$ cat config.mk
export PLATFORM = sky130hd
export DESIGN_NAME = murmur3_word_hash_flat
export DESIGN_NICKNAME = d
export VERILOG_FILES = /design/src/sv/mwh_pkg.sv /design/src/sv/mwh_if.sv /design/src/sv/murmur3_word_hash.sv /design/src/sv/mwh_ctrl.sv /design/src/sv/mwh_dp.sv /design/src/flat_wrapper.sv
export SDC_FILE = /design/constraint.sdc
export NUM_CORES = 1
export LEC_CHECK = 0
export ABC_CLOCK_PERIOD_IN_PS = 11100
export BUFFER_PORTS_ARGS = -buffer_cell sky130_fd_sc_hd__buf_2
export CORE_ASPECT_RATIO = 2
export CORE_MARGIN = 8
export CORE_UTILIZATION = 49
export CTS_CLUSTER_SIZE = 20
export DETAILED_ROUTE_END_ITERATION = 16
export PLACE_DENSITY = 0.64
export SYNTH_ARGS = -nofsm -noshare
export SYNTH_HDL_FRONTEND = slang
export SYNTH_SLANG_ARGS = --single-unit
export TNS_END_PERCENT = 30
$ cat constraint.sdc
create_clock -name clk -period 11.1 [get_ports clk]
set_input_delay 2.22 -clock clk [delete_from_list [all_inputs] [get_ports clk]]
set_output_delay 2.22 -clock clk [all_outputs]
set_load 0.01 [all_outputs]
$ cat src/sv/mwh_pkg.sv
// ----------------------------------------------------------------------------
// mwh_pkg
// Shared constants, types and helper functions for the word-wise
// MurmurHash3 block.
// ----------------------------------------------------------------------------
package mwh_pkg;

	localparam logic [31:0] MIX_C1  = 32'hcc9e2d51;
	localparam logic [31:0] MIX_C2  = 32'h1b873593;
	localparam logic [31:0] MIX_ADD = 32'he6546b64;
	localparam logic [31:0] FIN_M1  = 32'h85ebca6b;
	localparam logic [31:0] FIN_M2  = 32'hc2b2ae35;

	localparam logic [2:0] CHAR_BYTES_RESET = 3'd1;

	// Controller states, one-hot.
	typedef enum logic [7:0] {
		ST_IDLE = 8'b0000_0001,
		ST_MUL1 = 8'b0000_0010,
		ST_MUL2 = 8'b0000_0100,
		ST_MIXH = 8'b0000_1000,
		ST_LEN  = 8'b0001_0000,
		ST_FM1  = 8'b0010_0000,
		ST_FM2  = 8'b0100_0000,
		ST_EMIT = 8'b1000_0000
	} state_t;

	// Datapath step commands from the controller.
	typedef struct packed {
		logic load;
		logic mul1;
		logic mul2;
		logic mixh;
		logic len;
		logic fm1;
		logic fm2;
		logic emit;
	} cmd_t;

	// Status from the datapath back to the controller.
	typedef struct packed {
		logic last;
	} dp_sts_t;

	function automatic logic [31:0] rotl15(input logic [31:0] v);
		return {v[16:0], v[31:17]};
	endfunction

	function automatic logic [31:0] rotl13(input logic [31:0] v);
		return {v[18:0], v[31:19]};
	endfunction

endpackage

$ cat src/sv/mwh_if.sv
// ----------------------------------------------------------------------------
// mwh_if
// Valid/ready channel interfaces of the hash block: input words, finished
// hashes and the configuration write channel.
// ----------------------------------------------------------------------------
interface mwh_in_if;
	logic        valid;
	logic        ready;
	logic [31:0] data_word;
	logic        last_word;
	logic        empty_string;

	modport source (output valid, output data_word, output last_word,
		output empty_string, input ready);
	modport sink (input valid, input data_word, input last_word,
		input empty_string, output ready);
endinterface

interface mwh_out_if;
	logic        valid;
	logic        ready;
	logic [31:0] hash_value;

	modport source (output valid, output hash_value, input ready);
	modport sink (input valid, input hash_value, output ready);
endinterface

interface mwh_cfg_if;
	logic       valid;
	logic       ready;
	logic [2:0] char_bytes;

	modport source (output valid, output char_bytes, input ready);
	modport sink (input valid, input char_bytes, output ready);
endinterface

$ cat src/sv/murmur3_word_hash.sv
// ----------------------------------------------------------------------------
// murmur3_word_hash
// MurmurHash3 (x86, 32-bit) over a string delivered as packed 32-bit words.
// ----------------------------------------------------------------------------
// Words of a string arrive on in_ch, first character in the most significant
// bits, with last_word set on the final word; a transfer with empty_string set
// drops any string in progress and returns the seed (17 times char_bytes).
// Each word goes from its input transfer to the next input ready through two
// passes through the single shared 32x32 multiplier (word times c1, then the
// rotated product times c2) and a step that folds the key into the running
// hash. A last word then adds three passes on the same multiplier (length
// product and the two finalizer multiplies) and a step that loads the output
// register; an empty string goes straight from its transfer to that load. The
// finished hash waits in an output register, so the next word is taken while
// a result is still unread; only loading a second result stalls until the
// first one has been transferred. char_bytes is written on the cfg channel,
// which is always ready; write it only while no string is in progress and no
// hash is being computed.
// ----------------------------------------------------------------------------
module murmur3_word_hash (
	input  logic             clk,
	input  logic             arst_n,
	mwh_in_if.sink           in_ch,
	mwh_out_if.source        out_ch,
	mwh_cfg_if.sink          cfg
);

	mwh_pkg::cmd_t    cmd;
	mwh_pkg::dp_sts_t dp_sts;
	logic             cfg_we;

	// The single configuration register accepts a write on every cycle.
	assign cfg.ready = 1'b1;
	assign cfg_we    = cfg.valid;

	// Controller: steps the datapath through mixing and finalization and
	// tracks whether the output register holds an untaken hash.
	mwh_ctrl u_ctrl (
		.clk       (clk),
		.arst_n    (arst_n),
		.in_valid  (in_ch.valid),
		.in_empty  (in_ch.empty_string),
		.out_ready (out_ch.ready),
		.dp_sts    (dp_sts),
		.in_ready  (in_ch.ready),
		.out_valid (out_ch.valid),
		.cmd       (cmd)
	);

	// Datapath: running hash, word count, in-message flag, char_bytes and
	// the shared multiplier.
	mwh_dp u_dp (
		.clk            (clk),
		.arst_n         (arst_n),
		.cmd            (cmd),
		.cfg_we         (cfg_we),
		.cfg_char_bytes (cfg.char_bytes),
		.data_word      (in_ch.data_word),
		.last_word      (in_ch.last_word),
		.empty_string   (in_ch.empty_string),
		.dp_sts         (dp_sts),
		.hash_value     (out_ch.hash_value)
	);

endmodule

$ cat src/sv/mwh_ctrl.sv
// ----------------------------------------------------------------------------
// mwh_ctrl
// Sequencer for the hash datapath; also owns the output valid flag.
// ----------------------------------------------------------------------------
module mwh_ctrl (
	input  logic             clk,
	input  logic             arst_n,
	input  logic             in_valid,
	input  logic             in_empty,
	input  logic             out_ready,
	input  mwh_pkg::dp_sts_t dp_sts,
	output logic             in_ready,
	output logic             out_valid,
	output mwh_pkg::cmd_t    cmd
);

	mwh_pkg::state_t state_q;
	mwh_pkg::state_t state_nxt;
	logic            out_valid_q;
	logic            slot_free;
	logic            in_fire;

	assign in_ready  = (state_q == mwh_pkg::ST_IDLE);
	assign in_fire   = in_ready && in_valid;
	assign out_valid = out_valid_q;
	// The output register can take a new hash when empty or drained this cycle.
	assign slot_free = !out_valid_q || out_ready;

	always_comb begin
		state_nxt = state_q;
		cmd       = '0;
		unique case (state_q)
			mwh_pkg::ST_IDLE: begin
				if (in_fire) begin
					cmd.load  = 1'b1;
					state_nxt = in_empty ? mwh_pkg::ST_EMIT : mwh_pkg::ST_MUL1;
				end
			end
			mwh_pkg::ST_MUL1: begin
				cmd.mul1  = 1'b1;
				state_nxt = mwh_pkg::ST_MUL2;
			end
			mwh_pkg::ST_MUL2: begin
				cmd.mul2  = 1'b1;
				state_nxt = mwh_pkg::ST_MIXH;
			end
			mwh_pkg::ST_MIXH: begin
				cmd.mixh  = 1'b1;
				state_nxt = dp_sts.last ? mwh_pkg::ST_LEN : mwh_pkg::ST_IDLE;
			end
			mwh_pkg::ST_LEN: begin
				cmd.len   = 1'b1;
				state_nxt = mwh_pkg::ST_FM1;
			end
			mwh_pkg::ST_FM1: begin
				cmd.fm1   = 1'b1;
				state_nxt = mwh_pkg::ST_FM2;
			end
			mwh_pkg::ST_FM2: begin
				cmd.fm2   = 1'b1;
				state_nxt = mwh_pkg::ST_EMIT;
			end
			mwh_pkg::ST_EMIT: begin
				if (slot_free) begin
					cmd.emit  = 1'b1;
					state_nxt = mwh_pkg::ST_IDLE;
				end
			end
			default: begin
				state_nxt = mwh_pkg::ST_IDLE;
			end
		endcase
	end

	always_ff @(posedge clk or negedge arst_n) begin
		if (!arst_n) begin
			state_q     <= mwh_pkg::ST_IDLE;
			out_valid_q <= 1'b0;
		end else begin
			state_q <= state_nxt;
			if (cmd.emit) begin
				out_valid_q <= 1'b1;
			end else if (out_ready) begin
				out_valid_q <= 1'b0;
			end
		end
	end

endmodule

$ cat src/sv/mwh_dp.sv
// ----------------------------------------------------------------------------
// mwh_dp
// Hash datapath: running state, the character-size register and one shared
// 32x32 multiplier used for both word mixing and the finalizer.
// ----------------------------------------------------------------------------
module mwh_dp (
	input  logic              clk,
	input  logic              arst_n,
	input  mwh_pkg::cmd_t     cmd,
	input  logic              cfg_we,
	input  logic [2:0]        cfg_char_bytes,
	input  logic [31:0]       data_word,
	input  logic              last_word,
	input  logic              empty_string,
	output mwh_pkg::dp_sts_t  dp_sts,
	output logic [31:0]       hash_value
);

	logic [2:0]  char_bytes_q;
	logic        in_message_q;
	logic        last_q;
	logic        empty_q;
	logic [31:0] hash_q;
	logic [31:0] count_q;
	logic [31:0] k_q;
	logic [31:0] out_q;

	logic [31:0] seed;
	logic [31:0] mul_a;
	logic [31:0] mul_b;
	logic [31:0] product;
	logic [31:0] fin_t;
	logic [31:0] mix_r;
	logic [31:0] mix_h;

	// Seed is 17 times the character size.
	assign seed = {25'd0, char_bytes_q, 4'd0} + {29'd0, char_bytes_q};

	assign fin_t = hash_q ^ k_q;
	assign mix_r = mwh_pkg::rotl13(hash_q ^ k_q);
	assign mix_h = {mix_r[29:0], 2'b00} + mix_r + mwh_pkg::MIX_ADD;

	always_comb begin
		mul_a = k_q;
		mul_b = mwh_pkg::MIX_C1;
		case (1'b1)
			cmd.mul2: begin
				mul_a = mwh_pkg::rotl15(k_q);
				mul_b = mwh_pkg::MIX_C2;
			end
			cmd.len: begin
				mul_a = count_q;
				mul_b = {29'd0, char_bytes_q};
			end
			cmd.fm1: begin
				mul_a = fin_t ^ {16'd0, fin_t[31:16]};
				mul_b = mwh_pkg::FIN_M1;
			end
			cmd.fm2: begin
				mul_a = hash_q ^ {13'd0, hash_q[31:13]};
				mul_b = mwh_pkg::FIN_M2;
			end
			default: begin
				mul_a = k_q;
				mul_b = mwh_pkg::MIX_C1;
			end
		endcase
	end

	// Only the low word of each product is ever needed (arithmetic mod 2^32).
	assign product = mul_a * mul_b;

	always_ff @(posedge clk or negedge arst_n) begin
		if (!arst_n) begin
			char_bytes_q <= mwh_pkg::CHAR_BYTES_RESET;
			in_message_q <= 1'b0;
		end else begin
			if (cfg_we) begin
				char_bytes_q <= cfg_char_bytes;
			end
			if (cmd.load) begin
				in_message_q <= !empty_string && !last_word;
			end
		end
	end

	always_ff @(posedge clk) begin
		if (cmd.load) begin
			last_q  <= last_word;
			empty_q <= empty_string;
			k_q     <= data_word;
			if (empty_string || !in_message_q) begin
				hash_q <= seed;
			end
			count_q <= in_message_q ? count_q + 32'd1 : 32'd1;
		end
		if (cmd.mul1 || cmd.mul2 || cmd.len) begin
			k_q <= product[31:0];
		end
		if (cmd.mixh) begin
			hash_q <= mix_h;
		end
		if (cmd.fm1 || cmd.fm2) begin
			hash_q <= product[31:0];
		end
		if (cmd.emit) begin
			out_q <= empty_q ? hash_q : (hash_q ^ {16'd0, hash_q[31:16]});
		end
	end

	assign dp_sts.last = last_q;
	assign hash_value  = out_q;

endmodule
$ cat src/flat_wrapper.sv
// flat-port wrapper written by rule: the top's interface ports become plain ports
module murmur3_word_hash_flat 
  (clk, arst_n, in_ch_valid, in_ch_data_word, in_ch_last_word, in_ch_empty_string, in_ch_ready, out_ch_valid, out_ch_hash_value, out_ch_ready, cfg_valid, cfg_char_bytes, cfg_ready);
  mwh_in_if in_ch_i ();
  mwh_out_if out_ch_i ();
  mwh_cfg_if cfg_i ();
  input  logic clk;
  input  logic arst_n;
  input wire logic [$bits(in_ch_i.valid)-1:0] in_ch_valid;
  input wire logic [$bits(in_ch_i.data_word)-1:0] in_ch_data_word;
  input wire logic [$bits(in_ch_i.last_word)-1:0] in_ch_last_word;
  input wire logic [$bits(in_ch_i.empty_string)-1:0] in_ch_empty_string;
  output wire logic [$bits(in_ch_i.ready)-1:0] in_ch_ready;
  output wire logic [$bits(out_ch_i.valid)-1:0] out_ch_valid;
  output wire logic [$bits(out_ch_i.hash_value)-1:0] out_ch_hash_value;
  input wire logic [$bits(out_ch_i.ready)-1:0] out_ch_ready;
  input wire logic [$bits(cfg_i.valid)-1:0] cfg_valid;
  input wire logic [$bits(cfg_i.char_bytes)-1:0] cfg_char_bytes;
  output wire logic [$bits(cfg_i.ready)-1:0] cfg_ready;
  assign in_ch_i.valid = in_ch_valid;
  assign in_ch_i.data_word = in_ch_data_word;
  assign in_ch_i.last_word = in_ch_last_word;
  assign in_ch_i.empty_string = in_ch_empty_string;
  assign in_ch_ready = in_ch_i.ready;
  assign out_ch_valid = out_ch_i.valid;
  assign out_ch_hash_value = out_ch_i.hash_value;
  assign out_ch_i.ready = out_ch_ready;
  assign cfg_i.valid = cfg_valid;
  assign cfg_i.char_bytes = cfg_char_bytes;
  assign cfg_ready = cfg_i.ready;
  murmur3_word_hash u_core (.clk(clk), .arst_n(arst_n), .in_ch(in_ch_i), .out_ch(out_ch_i), .cfg(cfg_i));
endmodule
* Word-level counts from Yosys, hierarchy flattened
Index checks and enable logic that the tools add are counted.
** Cells by class
- Add/subtract/negate cells :: 4
- Equality and inequality tests :: 10
- Reduce and logical (&&, ||, !) cells :: 17
- Mux-type cells :: 32
- Multiply operators :: 1
- Bitwise gates (word level) :: 4
** Operators with widths (number)
- 32-bit 2-to-1 mux :: 13
- 8-bit case mux with 8 select lines :: 1
- 32-bit by 16-bit XOR with 32-bit output :: 2
- 32-bit by 1-bit adder with 32-bit output (second input constant) :: 1
- 32-bit adder :: 1
- 32-bit adder (second input constant) :: 1
- 32-bit by 32-bit multiplier with 32-bit output :: 1
- 32-bit by 19-bit XOR with 32-bit output :: 1
- 32-bit XOR :: 1
- 31-bit 2-to-1 mux :: 1
- 28-bit 2-to-1 mux :: 1
- 8-bit 2-to-1 mux :: 3
- 1-bit 2-to-1 mux :: 12
- 7-bit by 3-bit adder with 8-bit output :: 1
- 8-bit by 1-bit == test with 1-bit output (second input constant) :: 1
- 8-bit by 2-bit == test with 1-bit output (second input constant) :: 1
- 8-bit by 3-bit == test with 1-bit output (second input constant) :: 1
- 8-bit by 4-bit == test with 1-bit output (second input constant) :: 1
- 8-bit by 5-bit == test with 1-bit output (second input constant) :: 1
- 8-bit by 6-bit == test with 1-bit output (second input constant) :: 1
- 8-bit by 7-bit == test with 1-bit output (second input constant) :: 1
- 8-bit == test (second input constant) :: 1
- 3-bit nonzero test :: 2
- 1-bit logical OR :: 5
- other kinds (7) :: 13
** Storage, ports and cells
- Register bits :: 143

* Longest topological paths before layout
- Depth after elaboration :: 8
- Depth in mapped cells :: 41
- Gate-level depth less buffers :: 38

* By module
A second synthesis with hierarchy kept.
** Second synthesis, totals
- Cells, all modules :: 2643
- Area, all modules :: 24664.9 um2
** Modules (own cells, without submodules)
- mwh_dp :: sequential area each 4005.1 um2, times used 1, area each 24168.2 um2, cells an instance 2595
- mwh_ctrl :: sequential area each 226.5 um2, times used 1, area each 485.5 um2, cells an instance 46
- murmur3_word_hash :: sequential area each 0.0 um2, times used 1, area each 11.3 um2, cells an instance 2

* Worst setup path after synthesis
Ideal clock, no wire load.
- Kind :: register to register
- Start point :: reg u_core.u_ctrl.state_q[3]
- End point :: reg u_core.u_dp.hash_q[31], data pin
- Stages on the path, launching flop included :: 37
- Arrival :: 9.007 ns
- Setup slack :: 1.822 ns
- Cell sequence :: dfrtp_1 > clkbuf_2 > or4_1 > buf_2 > or4_1 > buf_6 > clkinv_4 > clkbuf_1 > buf_1 > nand2_1 > nand2_1 > clkbuf_1 > nand2_1 > fa_1 > inv_1 > fa_1 > inv_1 > fa_1 > inv_1 > fa_1 > fa_1 > inv_1 > fa_1 > fa_1 > fa_1 > xor2_1 > xnor2_1 > xnor2_1 > xnor2_1 > xnor2_1 > xnor2_1 > xnor2_1 > xnor3_1 > xnor3_1 > xnor2_1 > xnor2_1 > o22ai_1
** Between the ends
- Word-level cells in the longest chain between the ends :: 8
** Ends and longest elaborated chain
- from (decl) :: RTL line mwh_ctrl.sv:17 : mwh_pkg::state_t state_q;
- from (signal assigned) :: RTL line mwh_ctrl.sv:77 : state_q <= mwh_pkg::ST_IDLE;
- from (signal assigned) :: RTL line mwh_ctrl.sv:80 : state_q <= state_nxt;
- 8-bit by 7-bit == test with 1-bit output :: RTL line mwh_ctrl.sv:32 : unique case (state_q)
- 1-bit 2-to-1 mux :: RTL line mwh_ctrl.sv:32
- 32-bit 2-to-1 mux / 28-bit 2-to-1 mux (equally long branches) :: RTL line mwh_dp.sv:46 : case (1'b1)
- 32-bit 2-to-1 mux / 31-bit 2-to-1 mux (equally long branches) :: RTL line mwh_dp.sv:46
- 32-bit 2-to-1 mux (2 in series) :: RTL line mwh_dp.sv:46
- 32-bit by 32-bit multiplier with 32-bit output :: RTL line mwh_dp.sv:71 : assign product = mul_a * mul_b;
- 32-bit 2-to-1 mux (*) :: RTL line mwh_dp.sv:103 : if (cmd.fm1 || cmd.fm2) begin
- to (signal assigned) :: RTL line mwh_dp.sv:101 : hash_q <= mix_h;
- to (signal assigned) :: RTL line mwh_dp.sv:104 : hash_q <= product[31:0];
- to (decl) :: RTL line mwh_dp.sv:23 : logic [31:0] hash_q;
Every way passes the cells marked *; elsewhere a longest branch is shown, timed or not.
A chain may end at the register's enable or synchronous reset.

* Worst setup path after layout
- Start point :: reg u_core.u_ctrl.state_q[1]
- End point :: reg u_core.u_dp.k_q[31], data pin
** Between the ends
- Word-level cells in the longest chain between the ends :: 8
** Ends and longest elaborated chain
- 8-bit by 7-bit == test with 1-bit output :: RTL line mwh_ctrl.sv:32
- 1-bit 2-to-1 mux :: RTL line mwh_ctrl.sv:32
- 32-bit 2-to-1 mux / 28-bit 2-to-1 mux (equally long branches) :: RTL line mwh_dp.sv:46
- 32-bit 2-to-1 mux / 31-bit 2-to-1 mux (equally long branches) :: RTL line mwh_dp.sv:46
- 32-bit 2-to-1 mux (2 in series) :: RTL line mwh_dp.sv:46
- 32-bit by 32-bit multiplier with 32-bit output :: RTL line mwh_dp.sv:71
- 32-bit 2-to-1 mux (*) :: RTL line mwh_dp.sv:97 : if (cmd.mul1 || cmd.mul2 || cmd.len) begin
- to (signal assigned) :: RTL line mwh_dp.sv:91 : k_q <= data_word;
- to (signal assigned) :: RTL line mwh_dp.sv:98 : k_q <= product[31:0];
- to (decl) :: RTL line mwh_dp.sv:25 : logic [31:0] k_q;
Marks and branches as above.

==> metrics <==
CTS tree done; Final Hold Viols 0; Die H ~340 um; outcome completed; crit path time final 10840 ps; Synth async-reset ratio 0.09091; final net count about 3.5k; final setup violating endpoints 0; Synth Net Count around 3.4k; Place WS 319.8 ps; Synth Flop Type edfxtp_1; syn avg cell area 9.026 um^2; first-pass GRT wire length 162900 um; Iter 0 DRT Violations 1891; Synth top area share 0.3166; clock buffer count from CTS 25; # IOs a little under 80; Routed WL around 120000 um; drt pass-1 iters 6; top cells by count, synth inv_1, fa_1, nand2_1; Die Span X between 150 and 200 um; fraction of the cycle the final worst path needs 0.9768; Slew HR 0.2606; max cap viols 0; CP max stage delay just under 900 ps; #FFs+latches synth 143; source of the worst register-to-register timing path u_core.u_ctrl.state_q[1]; full die area roughly 0.060 mm^2; clock-pin slew on the worst setup and hold paths 70 ps; Root Driver clkbuf_16; ranking of synthesized cells by area fa_1, edfxtp_1, ha_1; delay-heaviest family, CP adder cells; post-synthesis cell type count 86; CP bufs+invs 1; clock skew 29.62 ps; worst hold path class reg2reg; worst-margin pin slew approximately 1100 ps; core area around 0.05 mm^2; initial antenna violation count 0; Synth Warn # 0; starting density of the core 0.4920; crit path launch u_core.u_ctrl.state_q[1]; # diodes 0; Slowest cell on crit path or4_1; register area share after synthesis 0.1669; Via density roughly 6.0; most frequent cell after synthesis inv_1; element type at the critical path end flop; row count 118; H-tree depth 4; fmax around 0.092 GHz; Post-synth EDFFs 130; RSZ-0062 raised after global routing no; Detailed Place HPWL 98920 um; Worst-Skew Late Latency just over 500 ps; post-route DRC violation count 0; Final Worst Setup Slack roughly 260 ps; vias in the first global route about 23k; post-synthesis cell area ~0.025 mm^2; largest net degree at the start of global routing 35; GPL Wtd Cong between 1 and 1.5; vias approximately 21k; Worst Path Required ~11000 ps; critical path arrival roughly 11000 ps; min-delay src u_core.u_dp.dp_sts; CTS Buffer Depth 3; total grt overflow 0; post-synthesis cell count 2809; GRT Overall Usage 0.3961; share of cells above drive strength 1 0.08063; CTS Sinks 143; Crit Path Category reg2reg; Synth area leader fa_1; CP Launch Type flop; antenna-violating nets left 0; # port buffers 75; per-cell routed wire length roughly 33 um; Max FO, Critical Path 16; Syn-to-layout area delta 8.637%; Final Max Slew Viols 0; setup TNS 0 ps
-- through the flow --
step,utilization,cells,hold slack (ps),instance area [um^2]
after CTS,0.5338,3559,442.5,27500
after global routing,0.5345,3562,469.3,27540
after floorplan,-,2809,397.7,25350
after global placement,0.5204,3526,446.9,26810
after detailed placement,0.5204,3526,429.0,26810
final,0.5345,3562,435.4,27540
-- flip-flops by register name, summed over array words and instances, names as in the netlist --
| register | cells |
|---|---|
| u_core.u_dp.count_q | 32 |
| u_core.u_dp.hash_q | 32 |
| u_core.u_dp.hash_value | 32 |
| u_core.u_dp.k_q | 32 |
| u_core.u_ctrl.state_q | 8 |
| u_core.u_dp.char_bytes_q | 3 |
| u_core.u_ctrl.out_valid | 1 |
| u_core.u_dp.dp_sts | 1 |
| u_core.u_dp.empty_q | 1 |
| u_core.u_dp.in_message_q | 1 |
-- worst register-to-register path, delay by kind of cell (launching register included) --
| family | cells | cell delay [ps] |
|---|---|---|
| AOI/OAI and AO/OA | 4 | 1090 |
| DFF | 1 | 460 |
| buffers and inverters | 1 | 280 |
| xor gates and xnor gates | 11 | 2420 |
| and+or+nand+nor | 4 | 2180 |
| adders and majority gates | 8 | 4120 |
-- cell families after synthesis --
group | synth area share
AO/OA/AOI/OAI | 0.09944
XOR/XNOR | 0.07309
multiplexers | 0.004984
flip-flops | 0.1669
buffers and inverters | 0.1052
adder cells (fa/ha/maj) | 0.4089
AND/OR/NAND/NOR | 0.1413
other | 0.0001479
-- layout by cell type, fill, tap and decap left out, drive strengths merged, types with 16 or more instances in the layout --
| cell | count |
|---|---|
| a21o | 41 |
| a21oi | 107 |
| and2 | 68 |
| and3 | 18 |
| buf | 165 |
| clkbuf | 25 |
| edfxtp | 130 |
| fa | 401 |
| ha | 187 |
| inv | 598 |
| nand2 | 344 |
| nand2b | 38 |
| nand3 | 36 |
| nor2 | 164 |
| nor2b | 16 |
| nor3 | 28 |
| o21ai | 80 |
| o22ai | 18 |
| xnor2 | 146 |
| xor2 | 50 |
-- what timing repair did --
action | in CTS | in global routing
hold buffers | 0 | 0
gates resized for setup | 0 | 2
endpoints found under the setup margin | 0 | 3
setup buffers | 0 | 3
endpoints found under the hold margin | 0 | 0
-- worst paths after layout --
path	to	cells after the start	slack, ps
max	u_core.u_dp.k_q[31]	28	260
min	u_core.u_ctrl.state_q[0]	1	440
max reg2reg	u_core.u_dp.k_q[31]	28	260
max in group asynchronous	u_core.u_ctrl.state_q[0]	1	9210
min reg2reg	u_core.u_ctrl.state_q[0]	1	440
min in group asynchronous	u_core.u_ctrl.out_valid	1	1590
-- final cells by class --
cell class / instances / area [um^2]
Fill cell: 4869 / 23980
Multi-Input combinational cell: 1963 / 18500
Sequential cell: 143 / 4232
Inverter: 598 / 2250
Timing Repair Buffer: 165 / 1051
Tap cell: 660 / 825.8
Clock buffer: 25 / 625.6
Clock inverter: 8 / 63.81
-- routing by layer --
| metal | vias to the layer above | GRT usage | routed length, um |
|---|---|---|---|
| met3 | 457 | 0.05378 | 6658 |
| met2 | 1166 | 0.6789 | 57310 |
| met5 | - | 0 | 0 |
| met4 | 0 | 0.4166 | 15220 |
| li1 | 9010 | - | - |
| met1 | 10561 | 0.3938 | 36830 |
Power is not shown: default switching activity piles up to over one toggle a cycle in this logic, so the estimate is an artifact.
